### src/point_in_box_table_search_assert.svh
`ifndef POINT_IN_BOX_TABLE_SEARCH_ASSERT_SVH
`define POINT_IN_BOX_TABLE_SEARCH_ASSERT_SVH

// same-cycle implication, clocked on clk, off during reset
`define PIBTS_ASSERT_NOW(label, ante, cons, msg) \
    label: assert property (@(posedge clk) disable iff (!rst_n) (ante) |-> (cons)) \
        else $error(msg);

// next-cycle implication, clocked on clk, off during reset
`define PIBTS_ASSERT_NEXT(label, ante, cons, msg) \
    label: assert property (@(posedge clk) disable iff (!rst_n) (ante) |=> (cons)) \
        else $error(msg);

`endif

### src/pibts_pkg.sv
package pibts_pkg;

    localparam int DEF_MAX_BOXES = 16;
    localparam int COUNT_W       = 5;
    localparam int SLOT_W        = 4;
    localparam int KIND_W        = 16;
    localparam int BOUND_W       = 16;
    localparam int POINT_W       = 32;

    localparam logic [KIND_W-1:0] KIND_MATCH = 16'd1;

    typedef enum logic
    {
        FUNC_WRITE = 1'b0,
        FUNC_QUERY = 1'b1
    } func_t;

    typedef struct packed
    {
        func_t                     func;
        logic [SLOT_W-1:0]         entry_index;
        logic [KIND_W-1:0]         entry_kind;
        logic signed [BOUND_W-1:0] entry_x_low;
        logic signed [BOUND_W-1:0] entry_x_high;
        logic signed [BOUND_W-1:0] entry_z_low;
        logic signed [BOUND_W-1:0] entry_z_high;
        logic signed [POINT_W-1:0] point_x;
        logic signed [POINT_W-1:0] point_z;
    } in_word_t;

    typedef struct packed
    {
        logic              hit;
        logic [SLOT_W-1:0] hit_index;
    } out_word_t;

    typedef struct packed
    {
        logic [KIND_W-1:0]         kind;
        logic signed [BOUND_W-1:0] x_low;
        logic signed [BOUND_W-1:0] x_high;
        logic signed [BOUND_W-1:0] z_low;
        logic signed [BOUND_W-1:0] z_high;
    } box_t;

    typedef struct packed
    {
        logic signed [POINT_W-1:0] x;
        logic signed [POINT_W-1:0] z;
    } point_t;

endpackage

### src/pibts_box_mem.sv
module pibts_box_mem #(
    parameter int MAX_BOXES = pibts_pkg::DEF_MAX_BOXES,
    parameter int ADDR_W    = (MAX_BOXES > 1) ? $clog2(MAX_BOXES) : 1
) (
    input  logic               clk,
    input  logic               wr_en,
    input  logic [ADDR_W-1:0]  wr_addr,
    input  pibts_pkg::box_t    wr_box,
    input  logic [ADDR_W-1:0]  rd_addr,
    output pibts_pkg::box_t    rd_box
);

    pibts_pkg::box_t mem [MAX_BOXES];
    pibts_pkg::box_t rd_box_reg;

    always_ff @(posedge clk)
    begin
        if (wr_en)
        begin
            mem[wr_addr] <= wr_box;
        end
        rd_box_reg <= mem[rd_addr];
    end

    assign rd_box = rd_box_reg;

endmodule

### src/pibts_match_unit.sv
module pibts_match_unit (
    input  pibts_pkg::box_t   box,
    input  pibts_pkg::point_t point,
    output logic              match
);

    logic signed [pibts_pkg::POINT_W-1:0] x_low;
    logic signed [pibts_pkg::POINT_W-1:0] x_high;
    logic signed [pibts_pkg::POINT_W-1:0] z_low;
    logic signed [pibts_pkg::POINT_W-1:0] z_high;

    // sign-extend bounds to point width
    assign x_low  = pibts_pkg::POINT_W'(box.x_low);
    assign x_high = pibts_pkg::POINT_W'(box.x_high);
    assign z_low  = pibts_pkg::POINT_W'(box.z_low);
    assign z_high = pibts_pkg::POINT_W'(box.z_high);

    assign match = (box.kind == pibts_pkg::KIND_MATCH)
                && (x_low < point.x) && (point.x < x_high)
                && (z_low < point.z) && (point.z < z_high);

endmodule

### src/point_in_box_table_search.sv
// point_in_box_table_search
//
// item channel (item_valid/item_ready/item): a write word (func 0) stores one
// box entry at entry_index in the same cycle it is taken and gives no result;
// slots at or above MAX_BOXES are ignored. a query word (func 1) scans entries
// 0 to min(box_count, MAX_BOXES)-1 and returns the first kind-1 box that holds
// the point strictly, on the result channel (result_valid/result_ready/result)
// cfg channel (cfg_valid/cfg_ready/cfg_data): writes box_count, always ready
// a query reads one entry at a time through the single table read port and
// shared compare unit, from entry 0 up to the first hit or the last entry;
// a zero count answers with a miss without a scan. a write is stored when taken
// throughput: one query at a time; item_ready is low while a scan runs
// the result sits in an output register, so a new item is taken while it
// waits; if the receiver stalls, a second finished result is parked and
// the block holds off input until the output register frees up
// reset: count returns to 0, control clears, table contents stay undefined
// until written
`include "point_in_box_table_search_assert.svh"

module point_in_box_table_search #(
    parameter int MAX_BOXES = pibts_pkg::DEF_MAX_BOXES
) (
    input  logic                                clk,
    input  logic                                rst_n,
    input  logic                                item_valid,
    output logic                                item_ready,
    input  pibts_pkg::in_word_t                 item,
    output logic                                result_valid,
    input  logic                                result_ready,
    output pibts_pkg::out_word_t                result,
    input  logic                                cfg_valid,
    output logic                                cfg_ready,
    input  logic [pibts_pkg::COUNT_W-1:0]       cfg_data
);

    localparam int ADDR_W  = (MAX_BOXES > 1) ? $clog2(MAX_BOXES) : 1;
    localparam int LIM_W0  = $clog2(MAX_BOXES + 1);
    localparam int LIM_W   = (LIM_W0 > pibts_pkg::COUNT_W) ? LIM_W0 : pibts_pkg::COUNT_W;

    typedef enum logic [1:0]
    {
        ST_IDLE,
        ST_SCAN,
        ST_HOLD
    } state_t;

    state_t                          state_reg;
    logic [pibts_pkg::COUNT_W-1:0]   count_reg;
    logic [ADDR_W-1:0]               idx_reg;
    pibts_pkg::point_t               point_reg;
    pibts_pkg::out_word_t            park_reg;
    logic                            out_valid_reg;
    pibts_pkg::out_word_t            out_reg;

    logic                            item_take;
    logic                            query_take;
    logic                            wr_en;
    pibts_pkg::box_t                 wr_box;
    logic [ADDR_W-1:0]               rd_addr;
    pibts_pkg::box_t                 rd_box;
    logic                            match;
    logic [LIM_W-1:0]                limit;
    logic [LIM_W-1:0]                idx_plus;
    logic                            last_entry;
    logic                            out_free;
    logic                            out_load;

    assign item_ready   = (state_reg == ST_IDLE);
    assign item_take    = item_valid && item_ready;
    assign query_take   = item_take && (item.func == pibts_pkg::FUNC_QUERY);
    assign cfg_ready    = 1'b1;
    assign out_free     = !out_valid_reg || result_ready;
    assign result_valid = out_valid_reg;
    assign result       = out_reg;

    assign limit = (LIM_W'(count_reg) > LIM_W'(MAX_BOXES)) ? LIM_W'(MAX_BOXES)
                                                           : LIM_W'(count_reg);
    assign idx_plus   = LIM_W'(idx_reg) + LIM_W'(1);
    assign last_entry = (idx_plus == limit);

    // output register takes a new word this cycle
    assign out_load = out_free
                   && ((query_take && (limit == '0))
                    || ((state_reg == ST_SCAN) && (match || last_entry))
                    || (state_reg == ST_HOLD));

    assign wr_en = item_take && (item.func == pibts_pkg::FUNC_WRITE)
                && (int'(item.entry_index) < MAX_BOXES);
    assign wr_box.kind   = item.entry_kind;
    assign wr_box.x_low  = item.entry_x_low;
    assign wr_box.x_high = item.entry_x_high;
    assign wr_box.z_low  = item.entry_z_low;
    assign wr_box.z_high = item.entry_z_high;

    // next entry to read: zero on a fresh query, one ahead while scanning
    assign rd_addr = (state_reg == ST_SCAN) ? ADDR_W'(idx_plus) : '0;

    pibts_box_mem #(
        .MAX_BOXES (MAX_BOXES),
        .ADDR_W    (ADDR_W)
    ) u_box_mem (
        .clk     (clk),
        .wr_en   (wr_en),
        .wr_addr (ADDR_W'(item.entry_index)),
        .wr_box  (wr_box),
        .rd_addr (rd_addr),
        .rd_box  (rd_box)
    );

    pibts_match_unit u_match_unit (
        .box   (rd_box),
        .point (point_reg),
        .match (match)
    );

    always_ff @(posedge clk or negedge rst_n)
    begin
        if (!rst_n)
        begin
            state_reg     <= ST_IDLE;
            count_reg     <= '0;
            idx_reg       <= '0;
            point_reg     <= '0;
            park_reg      <= '0;
            out_valid_reg <= 1'b0;
            out_reg       <= '0;
        end
        else
        begin
            if (cfg_valid && cfg_ready)
            begin
                count_reg <= cfg_data;
            end

            if (out_valid_reg && result_ready && !out_load)
            begin
                out_valid_reg <= 1'b0;
            end

            case (state_reg)
                ST_IDLE:
                begin
                    if (query_take)
                    begin
                        point_reg.x <= item.point_x;
                        point_reg.z <= item.point_z;
                        idx_reg     <= '0;
                        if (limit == '0)
                        begin
                            // empty table search: miss right away
                            if (out_free)
                            begin
                                out_reg       <= '0;
                                out_valid_reg <= 1'b1;
                            end
                            else
                            begin
                                park_reg  <= '0;
                                state_reg <= ST_HOLD;
                            end
                        end
                        else
                        begin
                            state_reg <= ST_SCAN;
                        end
                    end
                end
                ST_SCAN:
                begin
                    if (match || last_entry)
                    begin
                        if (out_free)
                        begin
                            out_reg.hit       <= match;
                            out_reg.hit_index <= match ? pibts_pkg::SLOT_W'(idx_reg) : '0;
                            out_valid_reg     <= 1'b1;
                            state_reg         <= ST_IDLE;
                        end
                        else
                        begin
                            park_reg.hit       <= match;
                            park_reg.hit_index <= match ? pibts_pkg::SLOT_W'(idx_reg) : '0;
                            state_reg          <= ST_HOLD;
                        end
                    end
                    else
                    begin
                        idx_reg <= ADDR_W'(idx_plus);
                    end
                end
                ST_HOLD:
                begin
                    if (out_free)
                    begin
                        out_reg       <= park_reg;
                        out_valid_reg <= 1'b1;
                        state_reg     <= ST_IDLE;
                    end
                end
                default:
                begin
                    state_reg <= ST_IDLE;
                end
            endcase
        end
    end

    `PIBTS_ASSERT_NOW(a_miss_index_zero,
        result_valid && !result.hit,
        result.hit_index == '0,
        "miss reported with nonzero index")

    `PIBTS_ASSERT_NOW(a_scan_in_range,
        state_reg == ST_SCAN,
        LIM_W'(idx_reg) < limit,
        "scan index past search limit")

    `PIBTS_ASSERT_NEXT(a_query_starts_work,
        query_take,
        state_reg != ST_IDLE || result_valid,
        "accepted query left no trace")

    `PIBTS_ASSERT_NEXT(a_hold_keeps_output,
        state_reg == ST_HOLD && !result_ready,
        result_valid,
        "parked result while output register empty")

endmodule
### config.mk
export PLATFORM = sky130hd
export DESIGN_NAME = point_in_box_table_search
export DESIGN_NICKNAME = d
export VERILOG_FILES = /design/src/pibts_pkg.sv /design/src/pibts_box_mem.sv /design/src/pibts_match_unit.sv /design/src/point_in_box_table_search.sv
export VERILOG_INCLUDE_DIRS = /design/src /design/src/src
export SDC_FILE = /design/constraint.sdc
export NUM_CORES = 2
export LEC_CHECK = 0
export ABC_AREA = 1
export BUFFER_PORTS_ARGS = -buffer_cell sky130_fd_sc_hd__buf_2
export CORE_MARGIN = 3
export CORE_UTILIZATION = 40
export DETAILED_ROUTE_END_ITERATION = 7
export GPL_ROUTABILITY_DRIVEN = 0
export GPL_TIMING_DRIVEN = 0
export PLACE_DENSITY = 0.62
export SLEW_MARGIN = 10
export SYNTH_ARGS = -nofsm -noshare
export SYNTH_HDL_FRONTEND = slang
export SYNTH_SLANG_ARGS = --single-unit
### constraint.sdc
create_clock -name clk -period 6.27 [get_ports clk]
set_input_delay 1.254 -clock clk [delete_from_list [all_inputs] [get_ports clk]]
set_output_delay 1.254 -clock clk [all_outputs]
set_load 0.05 [all_outputs]
==> impl_metrics.prom <==
# TYPE chip_impl_metric gauge
chip_impl_info{name="status",value="complete, no violations"} 1
chip_impl_metric{name="timing.critical_path.fanout_max",unit=""} 10
chip_impl_info{name="r2r_start",value="state_reg[1]"} 1
chip_impl_metric{name="power_density",unit="nW/um2"} 458
chip_impl_metric{name="routed-via-count",unit=""} 40900
chip_impl_metric{name="mappedNetlistArea",unit="um2"} 58600
chip_impl_metric{name="flow.area_growth_from_synthesis",unit="%"} 16.1
chip_impl_metric{name="initial_core_util",unit="%"} 40.5
chip_impl_metric{name="cts_buffer_depth",unit=""} 3
chip_impl_metric{name="timing_hold_violations_final",unit=""} 0
chip_impl_info{name="clockRootBuffer",value="sky130_fd_sc_hd__clkbuf_16"} 1
chip_impl_metric{name="synth-seq-area-share",unit="%"} 72.0
chip_impl_metric{name="crit_arrival",unit="ns"} 4.80
chip_impl_metric{name="post-dp-hpwl",unit="um"} 125000
chip_impl_metric{name="detailedRoute.firstPassIterationCount",unit=""} 6
chip_impl_metric{name="number_of_flops_mapped_to_enable_cells_by_yosys",unit=""} 1280
chip_impl_metric{name="placeable_core_region",unit="um2"} 145000
chip_impl_metric{name="synthesis.instances",unit=""} 4469
chip_impl_metric{name="total_neg_setup_slack",unit="ns"} 0
chip_impl_metric{name="fp.dieArea",unit="um2"} 151000
chip_impl_info{name="synth_top_area_cell",value="sky130_fd_sc_hd__edfxtp_1"} 1
chip_impl_metric{name="largest_register_ff_count",unit=""} 1280
chip_impl_metric{name="yosysWarningCount",unit=""} 0
chip_impl_metric{name="slew_violations",unit=""} 0
chip_impl_metric{name="p_leak",unit="nW"} 22.7
chip_impl_metric{name="pre_cts_ws",unit="ns"} 2.32
chip_impl_metric{name="cts_htree_levels",unit=""} 4
chip_impl_metric{name="dieHeight",unit="um"} 389
chip_impl_metric{name="share_of_synthesized_registers_carrying_an_async_set_or_reset",unit="%"} 5.95
chip_impl_metric{name="post_cts_repair_resize_count",unit=""} 0
chip_impl_info{name="ys_dominant_reg_cell",value="sky130_fd_sc_hd__edfxtp_1"} 1
chip_impl_metric{name="grt_antenna_before_repair",unit=""} 28
chip_impl_info{name="timing_startpoint_of_the_critical_path",value="state_reg[1]"} 1
chip_impl_metric{name="finalSetupViolations",unit=""} 0
chip_impl_metric{name="port_buffers",unit=""} 164
chip_impl_metric{name="wl_per_cell",unit="um"} 27.0
chip_impl_info{name="grt_setup_unrepaired",value="false"} 1
chip_impl_metric{name="number_of_violations_of_the_max_capacitance_limit",unit=""} 0
chip_impl_info{name="tritoncts_clock_tree",value="yes"} 1
chip_impl_metric{name="layout_min_cycle_time",unit="ns"} 4.17
chip_impl_metric{name="cts.hold.buffers_added",unit=""} 0
chip_impl_metric{name="gr_overflow_total",unit=""} 0
chip_impl_metric{name="count_of_buffers_added_by_post_cts_timing_repair_for_setup",unit=""} 0
chip_impl_metric{name="numClockSinks",unit=""} 1446
chip_impl_info{name="crit_type",value="flip-flop to flip-flop"} 1
chip_impl_metric{name="ioPinCount",unit=""} 167
chip_impl_info{name="hold_path_class",value="primary input to asynchronous set/reset pin"} 1
chip_impl_metric{name="final.setup.worst_slack",unit="ns"} 2.10
chip_impl_metric{name="globalRouteTotalUtil",unit="%"} 24.1
chip_impl_metric{name="netlist-cell-type-count",unit=""} 44
chip_impl_metric{name="drive_gt1_share",unit="%"} 10.5
chip_impl_metric{name="drt-total-wl",unit="um"} 186000
chip_impl_metric{name="clkSlewWorstSetupHoldPaths",unit="ns"} 0.06
chip_impl_info{name="end_kind",value="flip-flop"} 1
chip_impl_metric{name="drtAntennaViolNets",unit=""} 0
chip_impl_metric{name="placement_rows",unit=""} 139
chip_impl_metric{name="clkLatencyLatePin",unit="ns"} 0.79
chip_impl_metric{name="synth_fp_nets",unit=""} 4757
chip_impl_info{name="post_synth_main_area_contributors",value="sky130_fd_sc_hd__edfxtp_1 (66%), sky130_fd_sc_hd__a21oi_1 (6.6%), sky130_fd_sc_hd__o21ai_0 (5.6%), sky130_fd_sc_hd__dfrtp_1 (3.7%), sky130_fd_sc_hd__ha_1 (2.8%)"} 1
chip_impl_metric{name="drc_errors",unit=""} 0
chip_impl_metric{name="fmax",unit="MHz"} 240
chip_impl_metric{name="synth_largest_type_area_fraction",unit="%"} 65.6
chip_impl_metric{name="route.detailed.vias_per_inst",unit=""} 5.95
chip_impl_metric{name="grt_pass1_wl",unit="um"} 269000
chip_impl_metric{name="worst_max_slew_margin_expressed_relative_to_the_limit",unit="%"} 22.2
chip_impl_metric{name="period_share",unit="%"} 66.4
chip_impl_metric{name="die_width",unit="um"} 389
chip_impl_metric{name="peakVddDrop",unit="mV"} 0.321
chip_impl_metric{name="detail_route.iter0.violations",unit=""} 5545
chip_impl_metric{name="post_synth.cell_area_avg",unit="um2"} 13.1
chip_impl_metric{name="clock_skew",unit="ns"} 0.0281
chip_impl_metric{name="cp_data_required_time",unit="ns"} 6.90
chip_impl_metric{name="ff_latch_count_synth",unit=""} 1446
chip_impl_info{name="worstSetupStartpointType",value="flip-flop"} 1
chip_impl_metric{name="worstMarginPinSlew",unit="ns"} 1.16
chip_impl_metric{name="grt_pass1_vias",unit=""} 39400
chip_impl_metric{name="grt_start_max_net_pins",unit=""} 65
chip_impl_metric{name="fin_nets",unit=""} 5133
chip_impl_info{name="most_common_cell_after_layout_fill_and_taps_aside",value="sky130_fd_sc_hd__edfxtp_1"} 1
chip_impl_metric{name="post-route-util",unit="%"} 47.1
chip_impl_info{name="most-common-layout-cells",value="sky130_fd_sc_hd__edfxtp_1 (1280), sky130_fd_sc_hd__a21oi_1 (767), sky130_fd_sc_hd__o21ai_0 (659)"} 1
chip_impl_metric{name="clock_buffers_created_by_tritoncts",unit=""} 152
## critical path, cell delays in order (launching register included)
cell and delay [ns]:
sky130_fd_sc_hd__dfrtp_1 0.40, sky130_fd_sc_hd__inv_1 0.08, sky130_fd_sc_hd__ha_1 0.19, sky130_fd_sc_hd__buf_2 0.21, sky130_fd_sc_hd__nand2_1 0.12, sky130_fd_sc_hd__buf_2 0.63
sky130_fd_sc_hd__clkbuf_1 0.86, sky130_fd_sc_hd__clkbuf_1 0.58, sky130_fd_sc_hd__o21ai_0 0.19, sky130_fd_sc_hd__o221ai_1 0.26, sky130_fd_sc_hd__o211ai_1 0.15, sky130_fd_sc_hd__nand2_1 0.34
## area by class of cell
cell class                      count  area (um2)
Clock inverter                     68         597
Timing Repair Buffer              222        2080
Tap cell                         1903        2380
Buffer                            352        1400
Multi-Input combinational cell   2516       14500
Fill cell                       12600       76500
Sequential cell                  1446       42200
Inverter                          155         587
Antenna cell                       10        25.0
Clock buffer                      213        4240
## routing by layer
layer	vias up	part of all wire (%)	GRT usage (%)	routed length (um)
li1	18000	-	-	-
met1	20200	40	32.5	73600
met2	2375	45	36.4	83300
met3	372	12	7.57	22500
met4	26	3.5	9.01	6540
met5	-	0.091	0	169
## synth_stat cells, types with 2 or more instances
library cell and n:
sky130_fd_sc_hd__nor4_2 2, sky130_fd_sc_hd__clkbuf_1 287, sky130_fd_sc_hd__dfrtp_1 86, sky130_fd_sc_hd__dfxtp_1 80
sky130_fd_sc_hd__a21o_1 2, sky130_fd_sc_hd__edfxtp_1 1280, sky130_fd_sc_hd__nand4_1 7, sky130_fd_sc_hd__o21a_1 3
sky130_fd_sc_hd__buf_1 13, sky130_fd_sc_hd__nand3_2 2, sky130_fd_sc_hd__inv_1 152, sky130_fd_sc_hd__nand2_1 251
sky130_fd_sc_hd__o221ai_1 167, sky130_fd_sc_hd__xor2_1 4, sky130_fd_sc_hd__o22ai_1 150, sky130_fd_sc_hd__o211ai_1 152
sky130_fd_sc_hd__nand2_2 3, sky130_fd_sc_hd__nor2_1 140, sky130_fd_sc_hd__o21bai_1 2, sky130_fd_sc_hd__nor4_1 4
sky130_fd_sc_hd__nor2_2 4, sky130_fd_sc_hd__o21ai_1 18, sky130_fd_sc_hd__ha_1 129, sky130_fd_sc_hd__nand3_1 29
sky130_fd_sc_hd__nand3b_1 2, sky130_fd_sc_hd__a31oi_1 2, sky130_fd_sc_hd__o21ai_0 659, sky130_fd_sc_hd__nor3_2 2
sky130_fd_sc_hd__o32ai_1 2, sky130_fd_sc_hd__nor3_1 5, sky130_fd_sc_hd__a21oi_1 767, sky130_fd_sc_hd__buf_4 4
sky130_fd_sc_hd__buf_2 48
## power breakdown
group	leakage, nW	internal (mW)	switching, mW
Sequential	13.2	11.1	0.411
Clock	2.37	5.09	3.71
Combinational	7.15	2.89	7.95
## logic make-up after synthesis
| kind of cell | Yosys count | synth area share, % |
|---|---|---|
| adder cells (fa/ha/maj) | 129 | 2.75 |
| XOR/XNOR | 4 | 0.0598 |
| AND/OR/NAND/NOR | 456 | 3.24 |
| multiplexers | 1 | 0.0192 |
| flip-flops | 1446 | 72.0 |
| AO/OA/AOI/OAI | 1925 | 18.5 |
| other | 1 | 0.00640 |
| buffers and inverters | 507 | 3.38 |
## final timing paths
path / to / slack [ns] / depth (start not counted)
worst max-delay path: u_box_mem.rd_box[7] / 2.10 / 11
worst min-delay path: point_reg[2] / 0.35 / 1
worst max register to register: u_box_mem.rd_box[7] / 2.10 / 11
worst min register to register: result[2] / 0.49 / 2
max in group asynchronous: point_reg[43] / 5.21 / 2
min in group clk: result[2] / 0.49 / 2
## per-stage QoR
| step | hold slack [ns] | instances | total power, mW | instance area (um2) |
|---|---|---|---|---|
| floorplan | 0.489 | 4469 | 17.8 | 58600 |
| global placement | 0.472 | 6536 | 22.1 | 61800 |
| detailed placement | 0.479 | 6594 | 22.3 | 63200 |
| CTS | 0.321 | 6875 | 31.0 | 68000 |
| global route | 0.342 | 6876 | 32.6 | 68000 |
| finish | 0.348 | 6885 | 31.2 | 68100 |
No activity file was read; power rests on OpenSTA's default activity.
